===== src/rtl/odz_pkg.sv =====
// ----------------------------------------------------------------------------
// odz_pkg
// Shared types and constants of the ordered-dither zoom replicator.
// ----------------------------------------------------------------------------
package odz_pkg;

    // Default values of the top-level parameters.
    localparam int DEF_MATRIX_SIDE  = 16;
    localparam int DEF_MAX_ZOOM     = 32;
    localparam int DEF_MAX_ROW_BITS = 4096;

    // Threshold matrix store.
    localparam int MAT_DEPTH = 256;
    localparam int MAT_AW    = 8;
    localparam int THR_W     = 9;

    // Field widths.
    localparam int LEVEL_W  = 8;
    localparam int POS_W    = 13;
    localparam int ROW_W    = 12;
    localparam int BOFF_W   = 9;
    localparam int HEIGHT_W = 13;
    localparam int ROW_LIMIT = 4096;

    // Configuration port.
    localparam int CFG_IDX_W  = 3;
    localparam int CFG_DATA_W = 13;

    localparam logic [CFG_IDX_W-1:0] REG_ZOOM          = 3'd0;
    localparam logic [CFG_IDX_W-1:0] REG_FIRST_X_REPS  = 3'd1;
    localparam logic [CFG_IDX_W-1:0] REG_FIRST_Y_REPS  = 3'd2;
    localparam logic [CFG_IDX_W-1:0] REG_X_START       = 3'd3;
    localparam logic [CFG_IDX_W-1:0] REG_REGION_WIDTH  = 3'd4;
    localparam logic [CFG_IDX_W-1:0] REG_REGION_HEIGHT = 3'd5;
    localparam logic [CFG_IDX_W-1:0] REG_LINE_BYTES    = 3'd6;
    localparam logic [CFG_IDX_W-1:0] REG_INVERT        = 3'd7;

    // Input word kinds.
    localparam logic ACT_LOAD   = 1'b0;
    localparam logic ACT_SAMPLE = 1'b1;

    // One result word.
    typedef struct packed {
        logic [7:0]        set_bits;
        logic [ROW_W-1:0]  row_index;
        logic [BOFF_W-1:0] byte_offset;
        logic              last_in_row;
        logic              advance_source_row;
        logic              last_of_item;
    } odz_result_t;

endpackage


===== src/rtl/ordered_dither_zoom_replicate_top.sv =====
// ----------------------------------------------------------------------------
// ordered_dither_zoom_replicate_top
// Replicates source levels along a row and dithers them against a 16x16
// threshold matrix, packing the set bits into bitmap bytes.
// ----------------------------------------------------------------------------
// A threshold load word is written straight into the matrix store. A sample
// word is worked through by the single compare unit, which handles one output
// bit at a time, over the output bits it covers (up to the zoom factor), or
// closes the row with one word when the row is empty. The registered read
// port of the threshold memory needs a read state before each new matrix
// column, and any stall on the result side holds the sequence. Result words
// sit in an output register, so the next input word is taken while one waits.
// ----------------------------------------------------------------------------
module ordered_dither_zoom_replicate_top
    import odz_pkg::*;
#(
    parameter int MATRIX_SIDE  = DEF_MATRIX_SIDE,
    parameter int MAX_ZOOM     = DEF_MAX_ZOOM,
    parameter int MAX_ROW_BITS = DEF_MAX_ROW_BITS
)
(
    input  logic                  clk,
    input  logic                  rst_n,
    // Configuration write port.
    input  logic                  cfg_we,
    input  logic [CFG_IDX_W-1:0]  cfg_index,
    input  logic [CFG_DATA_W-1:0] cfg_data,
    // Input stream.
    input  logic                  s_tvalid,
    output logic                  s_tready,
    input  logic [31:0]           s_tdata,  // entry_index, entry_value, level, zero pad
    input  logic                  s_tuser,  // action
    // Result stream.
    output logic                  m_tvalid,
    input  logic                  m_tready,
    output logic [31:0]           m_tdata,  // set_bits, row_index, byte_offset, zero pad
    output logic                  m_tlast,  // last_in_row
    output logic [1:0]            m_tuser   // advance_source_row, last_of_item
);

    localparam int REP_W   = $clog2(MAX_ZOOM + 2);
    localparam int MS_W    = $clog2(MATRIX_SIDE);
    localparam int LW_MIN  = $clog2(MAX_ROW_BITS) + 2;
    localparam int LW      = (LW_MIN > 16) ? LW_MIN : 16;
    localparam logic signed [LW-1:0] MAX_LAST = LW'(MAX_ROW_BITS - 1);

    localparam logic [1:0] S_IDLE  = 2'd0;
    localparam logic [1:0] S_CHECK = 2'd1;
    localparam logic [1:0] S_READ  = 2'd2;
    localparam logic [1:0] S_BIT   = 2'd3;

    function automatic logic [REP_W-1:0] clamp_reps(input logic [5:0] v,
                                                    input logic [REP_W-1:0] z);
        logic [REP_W-1:0] r;
        if (v == 6'd0)
        begin
            r = REP_W'(1);
        end
        else if (int'(v) > int'(z))
        begin
            r = z;
        end
        else
        begin
            r = REP_W'(v);
        end
        return r;
    endfunction

    // Column within the matrix of a bit offset below eight.
    function automatic logic [MS_W-1:0] side_mod(input logic [2:0] v);
        logic [3:0] t;
        t = {1'b0, v};
        for (int i = 0; i < 8; i++)
        begin
            if (int'(t) >= MATRIX_SIDE)
            begin
                t = 4'(int'(t) - MATRIX_SIDE);
            end
        end
        return MS_W'(t);
    endfunction

    // Configuration registers.
    logic [5:0]          zoom_reg;
    logic [5:0]          fxr_reg;
    logic [5:0]          fyr_reg;
    logic [11:0]         x_start_reg;
    logic [12:0]         width_reg;
    logic [HEIGHT_W-1:0] height_reg;
    logic [9:0]          line_bytes_reg;
    logic                invert_reg;

    // Sequencer state.
    logic [1:0]         state_reg, state_next;
    logic [ROW_W-1:0]   out_row_reg, out_row_next;
    logic [MS_W-1:0]    mrow_reg, mrow_next;
    logic [MS_W-1:0]    mcol_reg, mcol_next;
    logic [POS_W-1:0]   bit_pos_reg, bit_pos_next;
    logic [REP_W-1:0]   x_rep_reg, x_rep_next;
    logic [REP_W-1:0]   y_rep_reg, y_rep_next;
    logic [7:0]         acc_reg, acc_next;
    logic               row_fresh_reg, row_fresh_next;
    logic               region_fresh_reg, region_fresh_next;
    logic [LEVEL_W-1:0] level_reg, level_next;

    // Input fields.
    logic               in_action;
    logic [MAT_AW-1:0]  in_entry_index;
    logic [THR_W-1:0]   in_entry_value;
    logic [LEVEL_W-1:0] in_level;

    // Datapath.
    logic [REP_W-1:0]    ze;
    logic [REP_W-1:0]    x_init;
    logic [REP_W-1:0]    y_init;
    logic [REP_W-1:0]    x_inc;
    logic [REP_W-1:0]    y_inc;
    logic [REP_W-1:0]    rem;
    logic [HEIGHT_W-1:0] h_eff;
    logic signed [LW-1:0] last_a;
    logic signed [LW-1:0] line_last;
    logic signed [LW-1:0] row_last;
    logic signed [LW-1:0] pos_s;
    logic signed [LW-1:0] look_s;
    logic                row_empty;
    logic                row_end;
    logic                byte_full;
    logic                more;
    logic                adv;
    logic                row_wrap;
    logic                bit_set;
    logic [7:0]          acc_set;
    logic                do_close;

    logic [MAT_AW-1:0]   mat_raddr;
    logic [THR_W-1:0]    thr;
    logic                mem_we;

    logic                out_load;
    logic                out_free;
    odz_result_t         out_res;
    odz_result_t         res_q;

    assign in_action      = s_tuser;
    assign in_entry_index = s_tdata[7:0];
    assign in_entry_value = s_tdata[16:8];
    assign in_level       = s_tdata[24:17];

    assign s_tready = (state_reg == S_IDLE);

    // ------------------------------------------------------------------
    // Configuration registers
    // ------------------------------------------------------------------
    always_ff @(posedge clk or negedge rst_n)
    begin
        if (!rst_n)
        begin
            zoom_reg       <= 6'd1;
            fxr_reg        <= 6'd1;
            fyr_reg        <= 6'd1;
            x_start_reg    <= 12'd0;
            width_reg      <= 13'd1;
            height_reg     <= HEIGHT_W'(1);
            line_bytes_reg <= 10'd1;
            invert_reg     <= 1'b0;
        end
        else if (cfg_we)
        begin
            unique case (cfg_index)
                REG_ZOOM:          zoom_reg       <= cfg_data[5:0];
                REG_FIRST_X_REPS:  fxr_reg        <= cfg_data[5:0];
                REG_FIRST_Y_REPS:  fyr_reg        <= cfg_data[5:0];
                REG_X_START:       x_start_reg    <= cfg_data[11:0];
                REG_REGION_WIDTH:  width_reg      <= cfg_data[12:0];
                REG_REGION_HEIGHT: height_reg     <= cfg_data[HEIGHT_W-1:0];
                REG_LINE_BYTES:    line_bytes_reg <= cfg_data[9:0];
                REG_INVERT:        invert_reg     <= cfg_data[0];
                default:           ;
            endcase
        end
    end

    // ------------------------------------------------------------------
    // Row geometry and repeat counts
    // ------------------------------------------------------------------
    always_comb
    begin
        if (zoom_reg == 6'd0)
        begin
            ze = REP_W'(1);
        end
        else if (int'(zoom_reg) > MAX_ZOOM)
        begin
            ze = REP_W'(MAX_ZOOM);
        end
        else
        begin
            ze = REP_W'(zoom_reg);
        end

        x_init = REP_W'(1) + ze - clamp_reps(fxr_reg, ze);
        y_init = REP_W'(1) + ze - clamp_reps(fyr_reg, ze);
        x_inc  = x_rep_reg + REP_W'(1);
        y_inc  = y_rep_reg + REP_W'(1);
        rem    = ze - x_rep_reg;
        adv    = (y_inc > ze);

        if (height_reg == HEIGHT_W'(0))
        begin
            h_eff = HEIGHT_W'(1);
        end
        else if (int'(height_reg) > ROW_LIMIT)
        begin
            h_eff = HEIGHT_W'(ROW_LIMIT);
        end
        else
        begin
            h_eff = height_reg;
        end
        row_wrap = (({1'b0, out_row_reg} + HEIGHT_W'(1)) >= h_eff);

        // The row's last bit, clipped to the line end and the row limit.
        last_a    = LW'(x_start_reg[2:0]) + LW'(width_reg) - LW'(1);
        line_last = ((LW'(line_bytes_reg) - LW'(x_start_reg[11:3])) << 3) - LW'(1);
        row_last  = last_a;
        if (line_last < row_last)
        begin
            row_last = line_last;
        end
        if (MAX_LAST < row_last)
        begin
            row_last = MAX_LAST;
        end

        pos_s     = LW'(bit_pos_reg);
        look_s    = LW'(bit_pos_reg) + LW'(rem);
        row_empty = (width_reg == 13'd0) || (pos_s > row_last);
        row_end   = (pos_s == row_last);
        byte_full = (bit_pos_reg[2:0] == 3'd7);
        // Another word follows within this sample if a later byte fills
        // or the row ends among the remaining copies.
        more      = (int'(rem) >= 8) || (look_s >= row_last);
    end

    // ------------------------------------------------------------------
    // Shared compare unit
    // ------------------------------------------------------------------
    assign mat_raddr = MAT_AW'(int'(mrow_reg) * MATRIX_SIDE + int'(mcol_reg));

    always_comb
    begin
        if (invert_reg)
        begin
            bit_set = ({1'b0, level_reg} <= thr);
        end
        else
        begin
            bit_set = ({1'b0, level_reg} > thr);
        end
        acc_set = acc_reg | (8'(bit_set) << bit_pos_reg[2:0]);
    end

    odz_thresh_mem u_mem
    (
        .clk   (clk),
        .we    (mem_we),
        .waddr (in_entry_index),
        .wdata (in_entry_value),
        .raddr (mat_raddr),
        .rdata (thr)
    );

    // ------------------------------------------------------------------
    // Sequencer
    // ------------------------------------------------------------------
    always_comb
    begin
        state_next        = state_reg;
        out_row_next      = out_row_reg;
        mrow_next         = mrow_reg;
        mcol_next         = mcol_reg;
        bit_pos_next      = bit_pos_reg;
        x_rep_next        = x_rep_reg;
        y_rep_next        = y_rep_reg;
        acc_next          = acc_reg;
        row_fresh_next    = row_fresh_reg;
        region_fresh_next = region_fresh_reg;
        level_next        = level_reg;
        mem_we            = 1'b0;
        out_load          = 1'b0;
        out_res           = '0;
        do_close          = 1'b0;

        unique case (state_reg)
            S_IDLE:
            begin
                if (s_tvalid)
                begin
                    if (in_action == ACT_LOAD)
                    begin
                        mem_we = 1'b1;
                    end
                    else
                    begin
                        level_next = in_level;
                        if (region_fresh_reg)
                        begin
                            y_rep_next        = y_init;
                            region_fresh_next = 1'b0;
                        end
                        if (row_fresh_reg)
                        begin
                            bit_pos_next   = POS_W'(x_start_reg[2:0]);
                            mcol_next      = side_mod(x_start_reg[2:0]);
                            x_rep_next     = x_init;
                            acc_next       = 8'd0;
                            row_fresh_next = 1'b0;
                        end
                        state_next = S_CHECK;
                    end
                end
            end

            S_CHECK:
            begin
                if (row_empty)
                begin
                    if (out_free)
                    begin
                        out_load                   = 1'b1;
                        out_res.set_bits           = acc_reg;
                        out_res.row_index          = out_row_reg;
                        out_res.byte_offset        = bit_pos_reg[BOFF_W+2:3];
                        out_res.last_in_row        = 1'b1;
                        out_res.advance_source_row = adv;
                        out_res.last_of_item       = 1'b1;
                        do_close                   = 1'b1;
                        state_next                 = S_IDLE;
                    end
                end
                else
                begin
                    // The matrix entry for this position is read in this state, so no read state is needed.
                    state_next = S_BIT;
                end
            end

            S_READ:
            begin
                state_next = S_BIT;
            end

            S_BIT:
            begin
                if (!((row_end || byte_full) && !out_free))
                begin
                    out_res.set_bits    = acc_set;
                    out_res.row_index   = out_row_reg;
                    out_res.byte_offset = bit_pos_reg[BOFF_W+2:3];
                    if (row_end)
                    begin
                        out_load                   = 1'b1;
                        out_res.last_in_row        = 1'b1;
                        out_res.advance_source_row = adv;
                        out_res.last_of_item       = 1'b1;
                        do_close                   = 1'b1;
                        state_next                 = S_IDLE;
                    end
                    else
                    begin
                        if (byte_full)
                        begin
                            out_load             = 1'b1;
                            out_res.last_of_item = !more;
                            acc_next             = 8'd0;
                        end
                        else
                        begin
                            acc_next = acc_set;
                        end
                        bit_pos_next = bit_pos_reg + POS_W'(1);
                        if (mcol_reg == MS_W'(MATRIX_SIDE - 1))
                        begin
                            mcol_next = '0;
                        end
                        else
                        begin
                            mcol_next = mcol_reg + MS_W'(1);
                        end
                        if (x_inc > ze)
                        begin
                            x_rep_next = REP_W'(1);
                            state_next = S_IDLE;
                        end
                        else
                        begin
                            x_rep_next = x_inc;
                            state_next = S_READ;
                        end
                    end
                end
            end

            default:
            begin
                state_next = S_IDLE;
            end
        endcase

        if (do_close)
        begin
            y_rep_next     = adv ? REP_W'(1) : y_inc;
            acc_next       = 8'd0;
            row_fresh_next = 1'b1;
            if (row_wrap)
            begin
                out_row_next      = '0;
                mrow_next         = '0;
                region_fresh_next = 1'b1;
            end
            else
            begin
                out_row_next = out_row_reg + ROW_W'(1);
                if (mrow_reg == MS_W'(MATRIX_SIDE - 1))
                begin
                    mrow_next = '0;
                end
                else
                begin
                    mrow_next = mrow_reg + MS_W'(1);
                end
            end
        end
    end

    always_ff @(posedge clk or negedge rst_n)
    begin
        if (!rst_n)
        begin
            state_reg        <= S_IDLE;
            out_row_reg      <= '0;
            mrow_reg         <= '0;
            mcol_reg         <= '0;
            bit_pos_reg      <= '0;
            x_rep_reg        <= REP_W'(1);
            y_rep_reg        <= REP_W'(1);
            acc_reg          <= 8'd0;
            row_fresh_reg    <= 1'b1;
            region_fresh_reg <= 1'b1;
        end
        else
        begin
            state_reg        <= state_next;
            out_row_reg      <= out_row_next;
            mrow_reg         <= mrow_next;
            mcol_reg         <= mcol_next;
            bit_pos_reg      <= bit_pos_next;
            x_rep_reg        <= x_rep_next;
            y_rep_reg        <= y_rep_next;
            acc_reg          <= acc_next;
            row_fresh_reg    <= row_fresh_next;
            region_fresh_reg <= region_fresh_next;
        end
    end

    always_ff @(posedge clk)
    begin
        level_reg <= level_next;
    end

    // ------------------------------------------------------------------
    // Result register
    // ------------------------------------------------------------------
    odz_out_stage u_out
    (
        .clk    (clk),
        .rst_n  (rst_n),
        .load   (out_load),
        .res_in (out_res),
        .ready  (m_tready),
        .valid  (m_tvalid),
        .res    (res_q),
        .free   (out_free)
    );

    assign m_tdata = {3'b000, res_q.byte_offset, res_q.row_index, res_q.set_bits};
    assign m_tlast = res_q.last_in_row;
    assign m_tuser = {res_q.last_of_item, res_q.advance_source_row};

    // ------------------------------------------------------------------
    // Assertions
    // ------------------------------------------------------------------
    a_bit_in_row: assert property (@(posedge clk) disable iff (!rst_n)
        (state_reg == S_BIT) |-> (pos_s <= row_last))
        else $error("bit position beyond the end of the row");

    a_rep_range: assert property (@(posedge clk) disable iff (!rst_n)
        (state_reg == S_BIT) |-> (x_rep_reg >= REP_W'(1) && x_rep_reg <= ze))
        else $error("copy count out of range");

    a_no_overwrite: assert property (@(posedge clk) disable iff (!rst_n)
        out_load |-> (!m_tvalid || m_tready))
        else $error("result word overwritten before it was taken");

    a_busy_not_ready: assert property (@(posedge clk) disable iff (!rst_n)
        (s_tvalid && s_tready && in_action == ACT_SAMPLE) |=> !s_tready)
        else $error("sample word accepted without entering its sequence");

endmodule


===== src/rtl/odz_thresh_mem.sv =====
// ----------------------------------------------------------------------------
// odz_thresh_mem
// Threshold matrix store: one write port, one read port with registered data.
// ----------------------------------------------------------------------------
module odz_thresh_mem
    import odz_pkg::*;
(
    input  logic              clk,
    input  logic              we,
    input  logic [MAT_AW-1:0] waddr,
    input  logic [THR_W-1:0]  wdata,
    input  logic [MAT_AW-1:0] raddr,
    output logic [THR_W-1:0]  rdata
);

    logic [THR_W-1:0] mem [MAT_DEPTH];

    always_ff @(posedge clk)
    begin
        if (we)
        begin
            mem[waddr] <= wdata;
        end
        rdata <= mem[raddr];
    end

endmodule


===== src/rtl/odz_out_stage.sv =====
// ----------------------------------------------------------------------------
// odz_out_stage
// Output register of the result stream; holds a word until it is taken.
// ----------------------------------------------------------------------------
module odz_out_stage
    import odz_pkg::*;
(
    input  logic        clk,
    input  logic        rst_n,
    input  logic        load,
    input  odz_result_t res_in,
    input  logic        ready,
    output logic        valid,
    output odz_result_t res,
    output logic        free
);

    logic        valid_reg;
    odz_result_t res_reg;

    assign free  = !valid_reg || ready;
    assign valid = valid_reg;
    assign res   = res_reg;

    always_ff @(posedge clk or negedge rst_n)
    begin
        if (!rst_n)
        begin
            valid_reg <= 1'b0;
        end
        else if (load)
        begin
            valid_reg <= 1'b1;
        end
        else if (ready)
        begin
            valid_reg <= 1'b0;
        end
    end

    always_ff @(posedge clk)
    begin
        if (load)
        begin
            res_reg <= res_in;
        end
    end

endmodule


===== config.mk =====
export PLATFORM = sky130hd
export DESIGN_NAME = ordered_dither_zoom_replicate_top
export DESIGN_NICKNAME = d
export VERILOG_FILES = /design/src/rtl/odz_pkg.sv /design/src/rtl/ordered_dither_zoom_replicate_top.sv /design/src/rtl/odz_thresh_mem.sv /design/src/rtl/odz_out_stage.sv
export SDC_FILE = /design/constraint.sdc
export NUM_CORES = 2
export LEC_CHECK = 0
export ABC_AREA = 1
export BUFFER_PORTS_ARGS = -buffer_cell sky130_fd_sc_hd__buf_4
export CAP_MARGIN = 30
export CORE_MARGIN = 4
export CORE_UTILIZATION = 45
export DETAILED_ROUTE_END_ITERATION = 10
export PLACE_DENSITY = 0.65
export SETUP_SLACK_MARGIN = 0.15
export SLEW_MARGIN = 20
export SYNTH_ARGS = -nofsm -noshare
export SYNTH_HDL_FRONTEND = slang
export SYNTH_SLANG_ARGS = --single-unit

===== constraint.sdc =====
create_clock -name clk -period 14.7 [get_ports clk]
set_input_delay 0.735 -clock clk [delete_from_list [all_inputs] [get_ports clk]]
set_output_delay 0.735 -clock clk [all_outputs]
set_load 0.02 [all_outputs]

# [Word level (Yosys, flattened, before mapping)]
# Memories as Yosys holds them, arrays and structs flattened. A register that Yosys moved wholly into a read port is not among the register bits.
# Index checks and enable logic that the tools add are counted.
[word_totals] reg_bits=165 out_inout_bits=37 inputBits=54 memories=1 wordCells=209 ramBits=2304
[mem_list] name="u_mem.mem" words=256 word_bits=9 read_ports=1 rd_clocked_by_memory_dff=1 write_ports=1 line_no="odz_thresh_mem.sv:16" rtl="logic [THR_W-1:0] mem [MAT_DEPTH];"
[op_classes] n_eq_ne=25 n_shift=1 n_bitwise=1 n_lt_le_gt_ge=14 reduce_logical=36 add_sub_neg=17 n_mux=88
[op_table] operator="6-bit two-way mux" n=18
[op_table] operator="32-bit two-way mux" n=3
[op_table] operator="13-bit two-way mux" n=7
[op_table] operator="32-bit case mux with 2 select lines" n=1
[op_table] operator="8-bit two-way mux" n=7
[op_table] operator="16-bit two-way mux" n=2
[op_table] operator="4-bit two-way mux" n=8
[op_table] operator="13-bit logical NOT" n=2
[op_table] operator="1-bit two-way mux" n=26
[op_table] operator="13-bit case mux with 2 select lines" n=1
[op_table] operator="6-bit > comparator" n=4
[op_table] operator="6-bit logical NOT" n=3
[op_table] operator="6-bit subtractor" n=3
[op_table] operator="14-bit by 16-bit == test with 1-bit output" n=1
[op_table] operator="15-bit by 16-bit greater-or-equal comparator with 1-bit output" n=1
[op_table] operator="14-bit by 16-bit > comparator with 1-bit output" n=1
[op_table] operator="13-bit by 16-bit less-than comparator with 1-bit output (first input constant)" n=1
[op_table] operator="2-bit two-way mux" n=8
[op_table] operator="8-bit case mux with 2 select lines" n=1
[op_table] operator="2-bit AND reduction" n=8
[op_table] operator="3-bit == test (second input constant)" n=5
[op_table] operator="15-bit less-than comparator" n=1
[op_table] operator="14-bit by 1-bit subtractor with 15-bit output (second input constant)" n=1
[op_table] operator="14-bit by 2-bit subtractor with 15-bit output (second input constant)" n=1
[op_table] operator="other kinds (43)" n=68

# [Longest topological paths before layout]
[depth] word_depth=13 mapped_depth=45 ltp_nobuf=44

# [Modules after synthesis]
# Synthesis repeated with hierarchy kept, for this count alone.
[hier_totals] hier_cells=9445 area_unflattened_um2=105992.9
[modules_own_cells] module="odz_thresh_mem" area_each_um2=93519.7 seq_area_each_um2=69366.5 cells_each=7826 instances=1
[modules_own_cells] module="ordered_dither_zoom_replicate_top" area_each_um2=11467.2 seq_area_each_um2=3355.7 cells_each=1582 instances=1
[modules_own_cells] module="odz_out_stage" area_each_um2=1006.0 seq_area_each_um2=985.9 cells_each=37 instances=1

# [Worst setup path before layout]
# No wires, ideal clock.
[synth_timing] kind="flip-flop to flip-flop" startpoint="register line_bytes_reg[0]" endpoint="register u_out.res_reg (netlist bit u_out.res[0]), enable pin" stages_incl_launch_ff=38 setup_time_ps=432 path_slack_ps=7850 arrival_ps=6418 synth_period_minus_slack_ps=6850 cell_sequence="dfstp_2 > inv_1 > ha_1 > inv_1 > fa_1 > inv_1 > ha_1 > inv_1 > a21oi_1 > nand3_1 > nor2_1 > nand2_2 > nor2_2 > nand2_1 > xor2_1 > ha_1 > a21oi_1 > nor2_1 > [2 not listed] > nand2_1 > nand2_1 > inv_1 > nand2_1 > nand2_1 > nand2_2 > nand2_4 > clkinv_1 > a211oi_1 > ha_1 > nand2_1 > inv_1 > nand3_1 > nor4_1 > nand3_2 > nand2_1 > nand2_1 > a21oi_1"
[synth_between] elab_chain_len=11 word_cells_on_any_way=15 cone_classes="add/sub (2); order compare (3); eq/ne (1); mux (6); reduce/logical (3)"
[synth_rtl] element="from (decl)" line_no="ordered_dither_zoom_replicate_top.sv:91" rtl="logic [9:0] line_bytes_reg;"
[synth_rtl] element="from (signal assigned)" line_no="ordered_dither_zoom_replicate_top.sv:177" rtl="REG_LINE_BYTES: line_bytes_reg <= cfg_data[9:0];"
[synth_rtl] element="10-bit by 9-bit subtractor with 11-bit output *" line_no="ordered_dither_zoom_replicate_top.sv:225" rtl="line_last = ((LW'(line_bytes_reg) - LW'(x_start_reg[11:3])) << 3) - LW'(1);"
[synth_rtl] element="14-bit by 2-bit subtractor with 15-bit output *" line_no="ordered_dither_zoom_replicate_top.sv:225"
[synth_rtl] element="15-bit less-than comparator" line_no="ordered_dither_zoom_replicate_top.sv:227" rtl="if (line_last < row_last)"
[synth_rtl] element="16-bit two-way mux *" line_no="ordered_dither_zoom_replicate_top.sv:227"
[synth_rtl] element="13-bit by 16-bit less-than comparator with 1-bit output" line_no="ordered_dither_zoom_replicate_top.sv:231" rtl="if (MAX_LAST < row_last)"
[synth_rtl] element="16-bit two-way mux *" line_no="ordered_dither_zoom_replicate_top.sv:231"
[synth_rtl] element="parallel branches: the longest is 4 deep, another holds 14-bit by 16-bit > comparator with 1-bit output"
[synth_rtl] element="1-bit case mux with 2 select lines *" line_no="ordered_dither_zoom_replicate_top.sv:295" rtl="unique case (state_reg)"
[synth_rtl] element="named net out_load" line_no="ordered_dither_zoom_replicate_top.sv:140" rtl="logic out_load;"
[synth_rtl] element="to (signal assigned)" line_no="odz_out_stage.sv:45" rtl="res_reg <= res_in;"
[synth_rtl] element="to (decl)" line_no="odz_out_stage.sv:19" rtl="odz_result_t res_reg;"
# Mark *: on every way through the listed nets, which the timed path passes.
# A chain may end at the register's enable or synchronous reset.

# [Worst setup path after layout]
[layout_timing] startpoint="register line_bytes_reg[0]" endpoint="register mrow_reg[2]"
[layout_between] elab_chain_len=11 word_cells_on_any_way=15 cone_classes="add/sub (2); order compare (3); eq/ne (1); mux (6); reduce/logical (3)"
[layout_rtl] element="10-bit by 9-bit subtractor with 11-bit output *" line_no="ordered_dither_zoom_replicate_top.sv:225"
[layout_rtl] element="14-bit by 2-bit subtractor with 15-bit output *" line_no="ordered_dither_zoom_replicate_top.sv:225"
[layout_rtl] element="15-bit less-than comparator" line_no="ordered_dither_zoom_replicate_top.sv:227"
[layout_rtl] element="16-bit two-way mux *" line_no="ordered_dither_zoom_replicate_top.sv:227"
[layout_rtl] element="13-bit by 16-bit less-than comparator with 1-bit output" line_no="ordered_dither_zoom_replicate_top.sv:231"
[layout_rtl] element="16-bit two-way mux *" line_no="ordered_dither_zoom_replicate_top.sv:231"
[layout_rtl] element="parallel branches: the longest is 4 deep, another holds 14-bit by 16-bit > comparator with 1-bit output"
[layout_rtl] element="1-bit case mux with 2 select lines *" line_no="ordered_dither_zoom_replicate_top.sv:295"
[layout_rtl] element="to (signal assigned)" line_no="ordered_dither_zoom_replicate_top.sv:456" rtl="mrow_reg <= mrow_next;"
[layout_rtl] element="to (decl)" line_no="ordered_dither_zoom_replicate_top.sv:97" rtl="logic [MS_W-1:0] mrow_reg, mrow_next;"
# Mark *: on every way between the ends.

==> flow_summary.ini <==
[run_status]
status = finished clean

[layout]
layout.nets = 8392
fillCellCount = 19240
seq_area_um2 = 73700
drive_gt1_share_pct = 7.94
area_delta_synth_final_pct = 11.2
multi_input_area_um2 = 25900
largest_reg_flops = 2304
design_area_um2 = 114000

[worst_setup_path]
cp-start-kind = register
crit_top_cell = nand2_1
r2r_setup_slack_ps = 6910
crit_required_ps = 15510
crit_fanout = 48
critical_path.slowest_cell = dfstp_2
cp-end-kind = register
max_stage_delay_ps = 530
reg2reg_depth = 42
regToRegStartpoint = line_bytes_reg[0]
setup.worst_path.class = register to register
r2r_end = mrow_reg[2]
cp.arrival_ps = 8600

[run]
maxCapViolations = 0

[timing]
timing.fmax_mhz = 128
min_period_over_period_pct = 53.0
holdWs_ps = 79.9
worst_slew_pin_slew_ps = 1190
maxSlewHeadroom_pct = 20.9
worst_slack_ps = 6910
fin_skew_ps = 73.8
fin_crit_ps = 7790
tns_ps = 0
hold_violations = 0
finalSetupViolCount = 0
rsz0062_at_grt = false
timing.final.max_slew_violations = 0

[clock_tree]
root_buffer = clkbuf_16
numCtsBuffers = 237
cts.sinks = 2478
cts_max_level = 4
clockBufferDepth = 3
clkTransAtPathRegs_ps = 70
cts_tree = done
post-cts-setup-buffer-count = 0
clk_latency_ps = 900

[yosys]
synthesis.area_um2 = 103000
yosysSeqAreaShare_pct = 71.8
ys_ff_latch = 2478
synth_edf_count = 2344
syn_inst = 8280
synth_cell_type_count = 60
ys_warn_count = 0
avgSynthCellArea_um2 = 12.4
synth_ff_type = edfxtp_1
synthArstFlopShare_pct = 5.04

[route]
first_pass_iters = 7
viasPerCell = 5.97
routed_wl_um = 281000
drc_errors = 0
vias = 68131
ant_nets = 0
post_drt_wl_per_cell_um = 24.7
dr.first_iter.drc_count = 8719

[global_routing]
antenna_found_initial = 6
grt_max_degree = 147
grtUsageTotal_pct = 23.1
grt.overflow.total = 0
grt_pass1_vias = 63964
grt_pass1_wl_um = 414000

[floorplanning]
row_count = 175
die_h_um = 486
die_x_um = 486
io-pin-count = 91
core-area_um2 = 227000
die_area_um2 = 236000
start_util_pct = 45.2

[min_path]
hp-class = primary input to register
min_from = s_tdata[20]
whs_endpoint = level_reg[3]
hold_path_depth = 1

[pwr]
leakagePower_nw = 37.7
irDropWorstVdd_mv = 0.116
power_density_nw_per_um2 = 179

[placement]
dpl-instance-area_um2 = 106000
pre_cts_ws_ps = 6950
dp_hpwl_um = 161000
io_buffers = 80
gp_congestion = 0.887
[cell usage in the layout (no fill, tap or decap), types with 13 or more instances in the layout]
cell	n
a211oi_1	19
a21oi_1	182
a221oi_1	14
a31oi_1	45
a32o_1	16
buf_4	189
bufinv_16	19
clkbuf_1	51
clkbuf_16	237
clkinv_1	52
clkinv_2	55
dfrtp_1	110
edfxtp_1	2344
ha_1	139
inv_1	235
nand2_1	575
nand2_2	36
nand3_1	235
nand3b_1	13
nand4_1	58
nor2_1	1546
nor3_1	25
o211ai_1	75
o21ai_0	1278
o21ai_2	15
o221ai_1	225
o22ai_1	354
xor2_1	52
[metrics by stage]
| step | total power, W | util (%) | instances |
|---|---|---|---|
| after floorplan | 0.0123 | - | 8282 |
| after global placement | 0.0144 | 46.6 | 10921 |
| after detailed placement | 0.0145 | 46.7 | 10934 |
| after CTS | 0.0204 | 50.0 | 11374 |
| after global routing | 0.0214 | 50.2 | 11404 |
| final | 0.0205 | 50.2 | 11407 |
[metal layers]
| metal | vias up | share of wire (%) | GRT usage (%) |
|---|---|---|---|
| met5 | - | 0 | 0 |
| met3 | 535 | 10 | 4.39 |
| met1 | 33706 | 40 | 32.4 |
| li1 | 30495 | - | - |
| met4 | 0 | 4.0 | 8.66 |
| met2 | 3395 | 46 | 36.2 |
[what timing repair did]
item,CTS,global route
hold endpoints to repair,60,0
resized for setup,0,0
endpoints found under the setup margin,0,0
hold buffers,1,0
[cell families (layout without fill, tap and decap cells)]
group / count (synthesis) / in the layout / share of synthesized area, %
adder cells (fa/ha/maj): 145 / 145 / 1.81
AO/OA/AOI/OAI: 2271 / 2271 / 12.9
AND/OR/NAND/NOR: 2517 / 2517 / 9.89
other: 1 / 8 / 0.00365
XOR/XNOR: 64 / 64 / 0.546
flip-flops: 2478 / 2478 / 71.8
buffers and inverters: 804 / 915 / 3.00
[synthesized netlist by cell type (14+ instances only)]
| cell | count | area, um2 |
|---|---|---|
| edfxtp_1 | 2344 | 70400 |
| nor2_1 | 1547 | 5810 |
| o21ai_0 | 1278 | 6400 |
| nand2_1 | 591 | 2220 |
| clkbuf_1 | 509 | 1910 |
| o22ai_1 | 354 | 2210 |
| inv_1 | 238 | 893 |
| nand3_1 | 235 | 1180 |
| o221ai_1 | 225 | 1970 |
| a21oi_1 | 183 | 916 |
| ha_1 | 139 | 1740 |
| dfrtp_1 | 115 | 2880 |
| o211ai_1 | 75 | 563 |
| nand4_1 | 58 | 363 |
| xor2_1 | 52 | 455 |
| a31oi_1 | 45 | 282 |
| buf_1 | 28 | 105 |
| nor3_1 | 25 | 125 |
| nand2_2 | 20 | 125 |
| a211oi_1 | 19 | 143 |
| a32o_1 | 16 | 160 |
| o21ai_2 | 15 | 131 |
| a221oi_1 | 14 | 123 |
[worst max-delay path: cells and delay by family, from the launching register on]
| kind | cells | cell delay, ps |
|---|---|---|
| xor gates and xnor gates | 1 | 160 |
| DFF | 1 | 530 |
| AOI/OAI and AO/OA | 4 | 810 |
| buffers and inverters | 8 | 1010 |
| and+or+nand+nor | 24 | 3980 |
| adders and majority gates | 5 | 1220 |
[final cells by class]
class / count / share of cell area [%]
flip-flops and latches: 2478 / 64.6
multi-input cells: 5000 / 22.7
clock buffers: 291 / 5.40
well taps: 3009 / 3.30
repair buffers: 222 / 1.82
clock inverters: 148 / 1.29
inverters: 254 / 0.862
diodes: 5 / 0.0110
[worst max path at each step]
| stage | slack (ps) | depth (start not counted) | from | end |
|---|---|---|---|---|
| global route | 6070 | 42 | line_bytes_reg[0] | mrow_reg[2] |
| finish | 6910 | 42 | line_bytes_reg[0] | mrow_reg[2] |
| floorplan | 7850 | 37 | line_bytes_reg[0] | u_out.res[0] |
| global placement | 6980 | 42 | line_bytes_reg[0] | mrow_reg[2] |
| detailed placement | 6950 | 42 | line_bytes_reg[0] | mrow_reg[2] |
| CTS | 6920 | 38 | width_reg[1] | mrow_reg[2] |
[power breakdown]
part	total, W	leakage, nW	switching [W]	internal, W
clock network	0.00599	3.73	0.00267	0.00333
registers	0.00807	22.7	0.000165	0.00790
logic	0.00640	11.3	0.00457	0.00183
total	0.0205	37.7	0.00740	0.0131
No activity file was read; power rests on OpenSTA's default activity.
